### config.mk
export PLATFORM = sky130hd
export DESIGN_NAME = fp32_adder
export DESIGN_NICKNAME = d
export VERILOG_FILES = /design/src/design/fp32a_pkg.sv /design/src/design/fp32a_align.sv /design/src/design/fp32a_mant.sv /design/src/design/fp32_adder.sv
export SDC_FILE = /design/constraint.sdc
export NUM_CORES = 1
export LEC_CHECK = 0
export ABC_AREA = 1
export BUFFER_PORTS_ARGS = -buffer_cell sky130_fd_sc_hd__buf_2
export CORE_ASPECT_RATIO = 1.25
export CORE_MARGIN = 2
export CORE_UTILIZATION = 60
export CTS_CLUSTER_DIAMETER = 60
export CTS_CLUSTER_SIZE = 28
export DETAILED_ROUTE_END_ITERATION = 8
export GPL_ROUTABILITY_DRIVEN = 0
export PLACE_DENSITY = 0.78
export SLEW_MARGIN = 20
export SYNTH_ARGS = -nofsm -noshare
export SYNTH_HDL_FRONTEND = slang
export SYNTH_SLANG_ARGS = --single-unit
### constraint.sdc
create_clock -name clk -period 27.4 [get_ports clk]
set_clock_uncertainty 0.2 [all_clocks]
set_input_delay 1.37 -clock clk [delete_from_list [all_inputs] [get_ports clk]]
set_output_delay 1.37 -clock clk [all_outputs]
set_load 0.03 [all_outputs]
### src/design/fp32a_pkg.sv
// ----------------------------------------------------------------------------
// fp32a_pkg
// shared types, constants and helpers of the single-precision adder pipeline
// ----------------------------------------------------------------------------
package fp32a_pkg;

    localparam logic [31:0] QNAN_OUT = 32'h7fff_ffff;
    localparam logic [31:0] EXP_SAT  = 32'h7f80_0000;
    localparam logic [7:0]  EXP_MAX  = 8'd255;
    localparam int          EXTRA    = 7;
    localparam int          LEAD_POS = 23 + EXTRA;

    // after unpack and swap
    typedef struct packed {
        logic        valid;
        logic        spec;
        logic [31:0] spec_val;
        logic        sa;
        logic        sb;
        logic [7:0]  e;
        logic [30:0] ma;
        logic [30:0] mb;
        logic [7:0]  d;
    } st1_t;

    // after alignment
    typedef struct packed {
        logic        valid;
        logic        spec;
        logic [31:0] spec_val;
        logic        sa;
        logic        sb;
        logic [7:0]  e;
        logic [30:0] ma;
        logic [30:0] mb;
    } st2_t;

    // after add or subtract
    typedef struct packed {
        logic        valid;
        logic        spec;
        logic [31:0] spec_val;
        logic        sign;
        logic [7:0]  e;
        logic [31:0] s;
    } st3_t;

    // after normalize
    typedef struct packed {
        logic        valid;
        logic        spec;
        logic [31:0] spec_val;
        logic        sign;
        logic        zero;
        logic [7:0]  big;
        logic [30:0] m;
    } st4_t;

    // position of the leading one, zero when none
    function automatic logic [4:0] lead_pos(input logic [31:0] v);
        logic [4:0] p;
        p = 5'd0;
        for (int i = 0; i < 32; i++)
        begin
            if (v[i])
                p = 5'(i);
        end
        return p;
    endfunction

endpackage

### src/design/fp32a_align.sv
// ----------------------------------------------------------------------------
// fp32a_align
// stages one and two: unpack, special cases, swap and sticky alignment
// ----------------------------------------------------------------------------
module fp32a_align (
    input  logic                clk,
    input  logic                rst_n,
    input  logic                en,
    input  logic                in_valid,
    input  logic [31:0]         a,
    input  logic [31:0]         b,
    output fp32a_pkg::st2_t     st2
);

    fp32a_pkg::st1_t st1_reg, st1_next;
    fp32a_pkg::st2_t st2_reg, st2_next;

    logic [7:0]  xa, xb, ea, eb;
    logic [22:0] fa, fb;
    logic [30:0] ma, mb;
    logic        nan_a, nan_b, inf_a, inf_b;

    always_comb
    begin
        xa = a[30:23];
        xb = b[30:23];
        fa = a[22:0];
        fb = b[22:0];
        nan_a = (xa == fp32a_pkg::EXP_MAX) && (fa != 23'd0);
        nan_b = (xb == fp32a_pkg::EXP_MAX) && (fb != 23'd0);
        inf_a = (xa == fp32a_pkg::EXP_MAX);
        inf_b = (xb == fp32a_pkg::EXP_MAX);
        ma = {(xa != 8'd0), fa, 7'd0};
        mb = {(xb != 8'd0), fb, 7'd0};
        ea = (xa != 8'd0) ? xa : 8'd1;
        eb = (xb != 8'd0) ? xb : 8'd1;

        st1_next.valid = in_valid;
        st1_next.spec  = inf_a || inf_b;
        if (nan_a || nan_b || (inf_a && inf_b && (a[31] != b[31])))
            st1_next.spec_val = fp32a_pkg::QNAN_OUT;
        else if (inf_a)
            st1_next.spec_val = a;
        else
            st1_next.spec_val = b;

        if (ea >= eb)
        begin
            st1_next.sa = a[31];
            st1_next.sb = b[31];
            st1_next.e  = ea;
            st1_next.ma = ma;
            st1_next.mb = mb;
            st1_next.d  = ea - eb;
        end
        else
        begin
            st1_next.sa = b[31];
            st1_next.sb = a[31];
            st1_next.e  = eb;
            st1_next.ma = mb;
            st1_next.mb = ma;
            st1_next.d  = eb - ea;
        end
    end

    // shift right with sticky jam into bit 0
    logic [30:0] shifted;
    logic [30:0] lost_mask;
    logic        sticky;

    always_comb
    begin
        if (st1_reg.d >= 8'd31)
        begin
            shifted   = 31'd0;
            lost_mask = {31{1'b1}};
        end
        else
        begin
            shifted   = st1_reg.mb >> st1_reg.d[4:0];
            lost_mask = ~({31{1'b1}} << st1_reg.d[4:0]);
        end
        sticky = |(st1_reg.mb & lost_mask);

        st2_next.valid    = st1_reg.valid;
        st2_next.spec     = st1_reg.spec;
        st2_next.spec_val = st1_reg.spec_val;
        st2_next.sa       = st1_reg.sa;
        st2_next.sb       = st1_reg.sb;
        st2_next.e        = st1_reg.e;
        st2_next.ma       = st1_reg.ma;
        st2_next.mb       = {shifted[30:1], shifted[0] | sticky};
    end

    always_ff @(posedge clk or negedge rst_n)
    begin
        if (!rst_n)
        begin
            st1_reg.valid <= 1'b0;
            st2_reg.valid <= 1'b0;
        end
        else if (en)
        begin
            st1_reg <= st1_next;
            st2_reg <= st2_next;
        end
    end

    assign st2 = st2_reg;

endmodule

### src/design/fp32a_mant.sv
// ----------------------------------------------------------------------------
// fp32a_mant
// stages three and four: magnitude add or subtract, leading-one normalize
// ----------------------------------------------------------------------------
module fp32a_mant (
    input  logic                clk,
    input  logic                rst_n,
    input  logic                en,
    input  fp32a_pkg::st2_t     st2,
    output fp32a_pkg::st4_t     st4
);

    fp32a_pkg::st3_t st3_reg, st3_next;
    fp32a_pkg::st4_t st4_reg, st4_next;

    always_comb
    begin
        st3_next.valid    = st2.valid;
        st3_next.spec     = st2.spec;
        st3_next.spec_val = st2.spec_val;
        st3_next.e        = st2.e;
        if (st2.sa == st2.sb)
        begin
            st3_next.s    = {1'b0, st2.ma} + {1'b0, st2.mb};
            st3_next.sign = st2.sa;
        end
        else if (st2.ma > st2.mb)
        begin
            st3_next.s    = {1'b0, st2.ma - st2.mb};
            st3_next.sign = st2.sa;
        end
        else if (st2.mb > st2.ma)
        begin
            st3_next.s    = {1'b0, st2.mb - st2.ma};
            st3_next.sign = st2.sb;
        end
        else
        begin
            st3_next.s    = 32'd0;
            st3_next.sign = 1'b0;
        end
    end

    logic [4:0]        p;
    logic signed [9:0] er;
    logic [31:0]       sh;

    always_comb
    begin
        p  = fp32a_pkg::lead_pos(st3_reg.s);
        er = $signed({2'b00, st3_reg.e}) + $signed({5'd0, p})
             - 10'sd30;
        sh = 32'd0;

        st4_next.valid    = st3_reg.valid;
        st4_next.spec     = st3_reg.spec;
        st4_next.spec_val = st3_reg.spec_val;
        st4_next.sign     = st3_reg.sign;
        st4_next.zero     = (st3_reg.s == 32'd0);

        if (er >= 10'sd1)
        begin
            st4_next.big = er[7:0];
            if (p == 5'd31)
                st4_next.m = {st3_reg.s[31:2], st3_reg.s[1] | st3_reg.s[0]};
            else
            begin
                sh = st3_reg.s << (5'd30 - p);
                st4_next.m = sh[30:0];
            end
        end
        else
        begin
            // below the normal range, scale to exponent one
            st4_next.big = 8'd1;
            sh = st3_reg.s << (st3_reg.e[4:0] - 5'd1);
            st4_next.m = sh[30:0];
        end
    end

    always_ff @(posedge clk or negedge rst_n)
    begin
        if (!rst_n)
        begin
            st3_reg.valid <= 1'b0;
            st4_reg.valid <= 1'b0;
        end
        else if (en)
        begin
            st3_reg <= st3_next;
            st4_reg <= st4_next;
        end
    end

    assign st4 = st4_reg;

    // larger operand is normal unless its exponent is the subnormal one
    a_big_norm: assert property (@(posedge clk) disable iff (!rst_n)
        st2.valid && !st2.spec |-> st2.ma[30] || (st2.e == 8'd1))
        else $error("aligned larger operand lost its hidden bit");

    // normalized result or subnormal scale
    a_norm: assert property (@(posedge clk) disable iff (!rst_n)
        st4_reg.valid && !st4_reg.spec && !st4_reg.zero
        |-> st4_reg.m[30] || (st4_reg.big == 8'd1))
        else $error("normalize stage left a leading zero");

    // a stalled stage holds
    a_hold: assert property (@(posedge clk) disable iff (!rst_n)
        !en |=> $stable(st4_reg) && $stable(st3_reg))
        else $error("stalled stage changed");

endmodule

### src/design/fp32_adder.sv
// ----------------------------------------------------------------------------
// fp32_adder
// ieee 754 single-precision adder, round to nearest even, five stages
// ----------------------------------------------------------------------------
// an accepted request passes the st1, st2, st3, st4 and output registers to the port
// throughput: one request per cycle; the whole pipe advances together and
//   holds only while the output register is full and not taken
// reset: rst_n clears every stage valid bit; data registers are not reset
// ----------------------------------------------------------------------------
module fp32_adder (
    input  logic        clk,
    input  logic        rst_n,
    input  logic        s_axis_tvalid,
    output logic        s_axis_tready,
    input  logic [63:0] s_axis_tdata,   // operand_a [31:0], operand_b [63:32]
    output logic        m_axis_tvalid,
    input  logic        m_axis_tready,
    output logic [31:0] m_axis_tdata    // sum_bits [31:0]
);

    // common advance for every stage
    logic en;
    assign en            = !m_axis_tvalid || m_axis_tready;
    assign s_axis_tready = en;

    fp32a_pkg::st2_t st2;
    fp32a_pkg::st4_t st4;

    // stages one and two: unpack, specials, swap, align with sticky
    fp32a_align u_align (
        .clk      (clk),
        .rst_n    (rst_n),
        .en       (en),
        .in_valid (s_axis_tvalid),
        .a        (s_axis_tdata[31:0]),
        .b        (s_axis_tdata[63:32]),
        .st2      (st2)
    );

    // stages three and four: add or subtract, normalize
    fp32a_mant u_mant (
        .clk   (clk),
        .rst_n (rst_n),
        .en    (en),
        .st2   (st2),
        .st4   (st4)
    );

    // stage five: round to nearest even, pack, saturate to infinity
    logic        out_valid_reg;
    logic [31:0] out_data_reg, out_data_next;
    logic [23:0] r;
    logic [6:0]  rem;
    logic        rnd_up;
    logic [31:0] mag;

    always_comb
    begin
        r      = st4.m[30:7];
        rem    = st4.m[6:0];
        rnd_up = (rem > 7'h40) || ((rem == 7'h40) && r[0]);
        mag    = {1'b0, st4.big - 8'd1, 23'd0} + {8'd0, r} + {31'd0, rnd_up};
        if (mag >= fp32a_pkg::EXP_SAT)
            mag = fp32a_pkg::EXP_SAT;

        if (st4.spec)
            out_data_next = st4.spec_val;
        else if (st4.zero)
            out_data_next = {st4.sign, 31'd0};
        else
            out_data_next = {st4.sign, mag[30:0]};
    end

    always_ff @(posedge clk or negedge rst_n)
    begin
        if (!rst_n)
            out_valid_reg <= 1'b0;
        else if (en)
            out_valid_reg <= st4.valid;
    end

    always_ff @(posedge clk)
    begin
        if (en)
            out_data_reg <= out_data_next;
    end

    assign m_axis_tvalid = out_valid_reg;
    assign m_axis_tdata  = out_data_reg;

endmodule
* Yosys cells after proc, flatten, opt, wreduce, memory -nomap -nowiden *
Index checks and enable logic that the tools add are counted.

storage, ports and cells
  register bits = 403
  output and inout port bits = 34

cells by class
  $lt $le $gt $ge = 7
  $add $sub $neg = 12
  bitwise operators = 4
  shifts and indexed selects = 4
  muxes and demuxes = 48
  equal/unequal tests = 6
  reduce and logical (&&, ||, !) cells = 18

operators by type and width
  operator                 number
  $mux W31                 6
  $mux W32                 4
  $mux W5                  16
  $mux W80                 1
  $shl A32 B5 Y31          2
  $gt A31 B31 Y1           2
  $sub A31 B31 Y31         2
  $reduce_bool A23 Y1      2
  $add A31 B24 Y32         1
  $add A31 B31 Y32         1
  $add A32 B1 Y32          1
  $ge A32 B31 Y1 const B   1
  $logic_not A32 Y1        1
  $mux W4                  8
  $and A31 B31 Y31         1
  $not A31 Y31             1
  $reduce_or A31 Y1        1
  $shl A31 B5 Y31 const A  1
  $shr A31 B5 Y31          1
  $eq A8 B8 Y1 const B     2
  $mux W8                  2
  $reduce_bool A8 Y1       2
  $sub A8 B8 Y8            2
  $mux W3                  4
  20 further kinds         34

* Logic depth before layout (Yosys ltp) *
  depth after elaboration = 35
  depth in mapped cells = 52
  depth with buffers taken out = 50

* Cells and area by module *
Synthesis repeated with hierarchy kept, for this count alone.

second synthesis, totals
  cell total of the unflattened synthesis = 3499
  area total of the unflattened synthesis = 27647.8 um^2

modules (own cells, without submodules)
  module       instances  area each (um^2)  cells each  seq. area each (um^2)
  fp32a_mant   1          14527.7           2055        4494.3
  fp32a_align  1          10426.2           1089        5965.7
  fp32_adder   1          2693.8            355         985.9

* Least setup slack after synthesis *
Ideal clock, no wire load.

  path type = in2reg
  start point = input port m_axis_tready
  end point = register u_align.st1_reg[0] (netlist bit) (enable)
  buffers on the path = 0
  stages = 2
  setup slack = 10.407 ns
  arrival time = 15.735 ns
  library setup time = 1.058 ns
  required time = 26.142 ns
  cells stage by stage = nor2_1 nor2_1

on the way
  longest elaborated chain between the ends = 2

ends and longest elaborated chain
  element                      line                source
  start: declaration           fp32_adder.sv:17    input logic m_axis_tready,
  $logic_or A1 B1 Y1           fp32_adder.sv:23    assign en = !m_axis_tvalid || m_axis_tready;
  $reduce_and A2 Y1 (no line)  n/a
  end signal: assignment       fp32a_align.sv:105  st1_reg <= st1_next;
  end: declaration             fp32a_align.sv:15   fp32a_pkg::st1_t st1_reg, st1_next;

Every way passes these cells.
A chain may end at the register's enable or synchronous reset.

==> impl_metrics.ini <==
[die]
core_mm2 = 0.0409
die_w_um = 186
die_h_um = 231
start_util = 0.607
num_rows = 83
dieArea_mm2 = 0.0430
io_pins = 102

[sta]
slew_viol_final = 0
max_freq_ghz = 0.150
grt_setup_unrepaired = no
fin_ws_ns = 20.73
finalCritPeriodShare = 0.244
worst_pin_slew_ns = 1.07
setup_viol = 0
slew_headroom = 0.289
period_needed_ns = 6.67
setup-tns-final_ns = 0
hold_violations = 0

[synthesis]
synth_cell_types = 70
synth_most_common_cell = nand2_1
netlist_area_mm2 = 0.0248
synth_nets = 3129
synth-edff-count = 377
synthFlopType = edfxtp_1
yosys_warnings = 0
synth_top_area_share = 0.456
yosys.area.top_type = edfxtp_1
syn_area_per_cell_um2 = 8.41
ys_seq_area_frac = 0.461
ys_ff_latch = 382
syn_inst = 2951
async_flop_share = 0.0131
synth.area.top_cells = edfxtp_1, nand2_1, o21ai_0, nand3_1, ha_1
netlist_top_cells_count = nand2_1, edfxtp_1, inv_1

[routing]
drc = 0
via_per_inst = 6.18
vias = 21800
drtAntennaViolNets = 0
post_drt_wl_per_cell_um = 20.1
drt_iter0_markers = 2879
wl_um = 71000
drt_pass1_iterations = 9

[place]
io_buffers = 101
dpl.cell_count = 3480
dp_hpwl_um = 52900
pre_cts_ws_ns = 20.99

[worst_setup_path]
cp_data_required_time_ns = 27.55
critPathMaxFanout = 36
crit_type = reg -> reg
arrival_ns = 6.83
slowest_stage = clkinv_1
end_kind = flop
critPathMaxStageDelay_ns = 0.84
crit_top_cell = nand2_1
worstSetupStartpointType = flop

[clocking]
cts.sinks = 382
numCtsBuffers = 27
cts_hold_buf = 0
cts_tree = done
clk_pin_slew_ns = 0.10
clockBufferDepth = 3
clkLatencyLatePin_ns = 0.61
cts_setup_buffers = 0
h-tree-depth = 1
cts_root_buf = clkbuf_16
cts_resized = 0

[layout]
finalNonFillerCells = 3529
synthToLayoutAreaGrowth_pct = 7.86
drive_gt1_frac = 0.0863
largest_reg_flops = 100
nFillCells = 3322
regArea_mm2 = 0.0114
multi_input_area_mm2 = 0.0115
layout.nets = 3137
diodes = 0

[power_and_ir_drop]
leakage_nw = 11.4
power_density_mw_per_mm2 = 102
ir_worst_vdd_mv = 0.0646

[global_routing]
grtUsageTotal = 0.330
grt_pass1_wl_um = 109000
grt_max_degree = 99
grt_pass1_vias = 20300
antenna_found_initial = 1
grt-ovfl-total = 0

[job]
cap_violations = 0

[run_status]
status = completed

[min_path]
hold_path.class = reg -> reg
-- metrics by stage --
step	cell area (µm²)	hold slack, ns	utilization	power (mW)
after floorplan	24800	0.200	-	1.86
after global placement	25700	0.201	0.627	2.18
after detailed placement	25700	0.205	0.627	2.20
after CTS	26700	0.211	0.653	2.67
after global routing	26800	0.220	0.654	2.89
final	26800	0.215	0.654	2.73
-- metal layers --
metal | global-route usage | wire, µm | vias up | share of wire
met4 | 0.232 | 6130 | 0 | 0.086
met1 | 0.390 | 24800 | 9910 | 0.35
met3 | 0.0503 | 6720 | 365 | 0.095
met2 | 0.547 | 33400 | 1411 | 0.47
li1 | - | - | 10100 | -
met5 | 0 | 0 | - | 0
-- cells in the final DEF (no fill, tap or decap), drive strengths merged, types with 6 or more instances in the layout --
master	synthesis	layout
nand2	645	645
edfxtp	377	377
inv	340	351
o21ai	333	333
nand3	296	296
a21oi	163	163
nor2	159	159
buf	23	130
ha	105	105
xor2	81	81
o211ai	48	48
mux2i	31	31
clkbuf	128	27
nor4	22	22
o22ai	21	21
nor3	21	21
nand4	20	20
or2	16	16
xnor2	14	14
a31oi	12	12
clkinv	5	12
o21bai	9	9
o21a	8	8
a211oi	7	7
o221ai	7	7
o311ai	7	7
a22oi	6	6
o31ai	6	6
-- kinds of logic after synthesis --
| logic type | count (synthesis) | synth area share |
|---|---|---|
| AND/OR/NAND/NOR | 1188 | 0.209 |
| AO/OA/AOI/OAI | 648 | 0.150 |
| buffers and inverters | 496 | 0.0761 |
| flip-flops | 382 | 0.461 |
| adder cells (fa/ha/maj) | 110 | 0.0570 |
| XOR/XNOR | 95 | 0.0338 |
| multiplexers | 32 | 0.0130 |
-- layout make-up --
cell class,instances,area share
Timing Repair Buffer,130,0.0282
Sequential cell,382,0.428
Clock inverter,20,0.0148
Multi-Input combinational cell,2073,0.430
Inverter,345,0.0484
Clock buffer,27,0.0252
Tap cell,552,0.0258
-- report_power, final --
| group | leakage, nW | internal (mW) | switching, mW |
|---|---|---|---|
| combinational | 7.18 | 0.387 | 0.939 |
| sequential | 3.73 | 0.836 | 0.107 |
| clock | 0.502 | 0.217 | 0.247 |
-- final timing paths --
path	from	endpoint	slack, ns	cells past startpoint
max	u_mant.st3_reg[3]	u_mant.st4[23]	20.73	49
max reg2reg	u_mant.st3_reg[3]	u_mant.st4[23]	20.73	49
min in group asynchronous	rst_n	u_align.st1_reg[113]	0.37	1
min reg2reg	u_align.st1_reg[94]	u_align.st2[86]	0.22	0
max in group asynchronous	rst_n	u_mant.st4[74]	26.49	1
min	u_align.st1_reg[94]	u_align.st2[86]	0.22	0
-- worst max-delay path: cells and delay by family (launching register included) --
kind	cells	cell delay, ns
and+or+nand+nor	36	2.30
adders and majority gates	3	0.83
AOI/OAI and AO/OA	5	0.99
DFF	1	0.47
buffers and inverters	5	1.59
(Power assumes the default switching activity.)
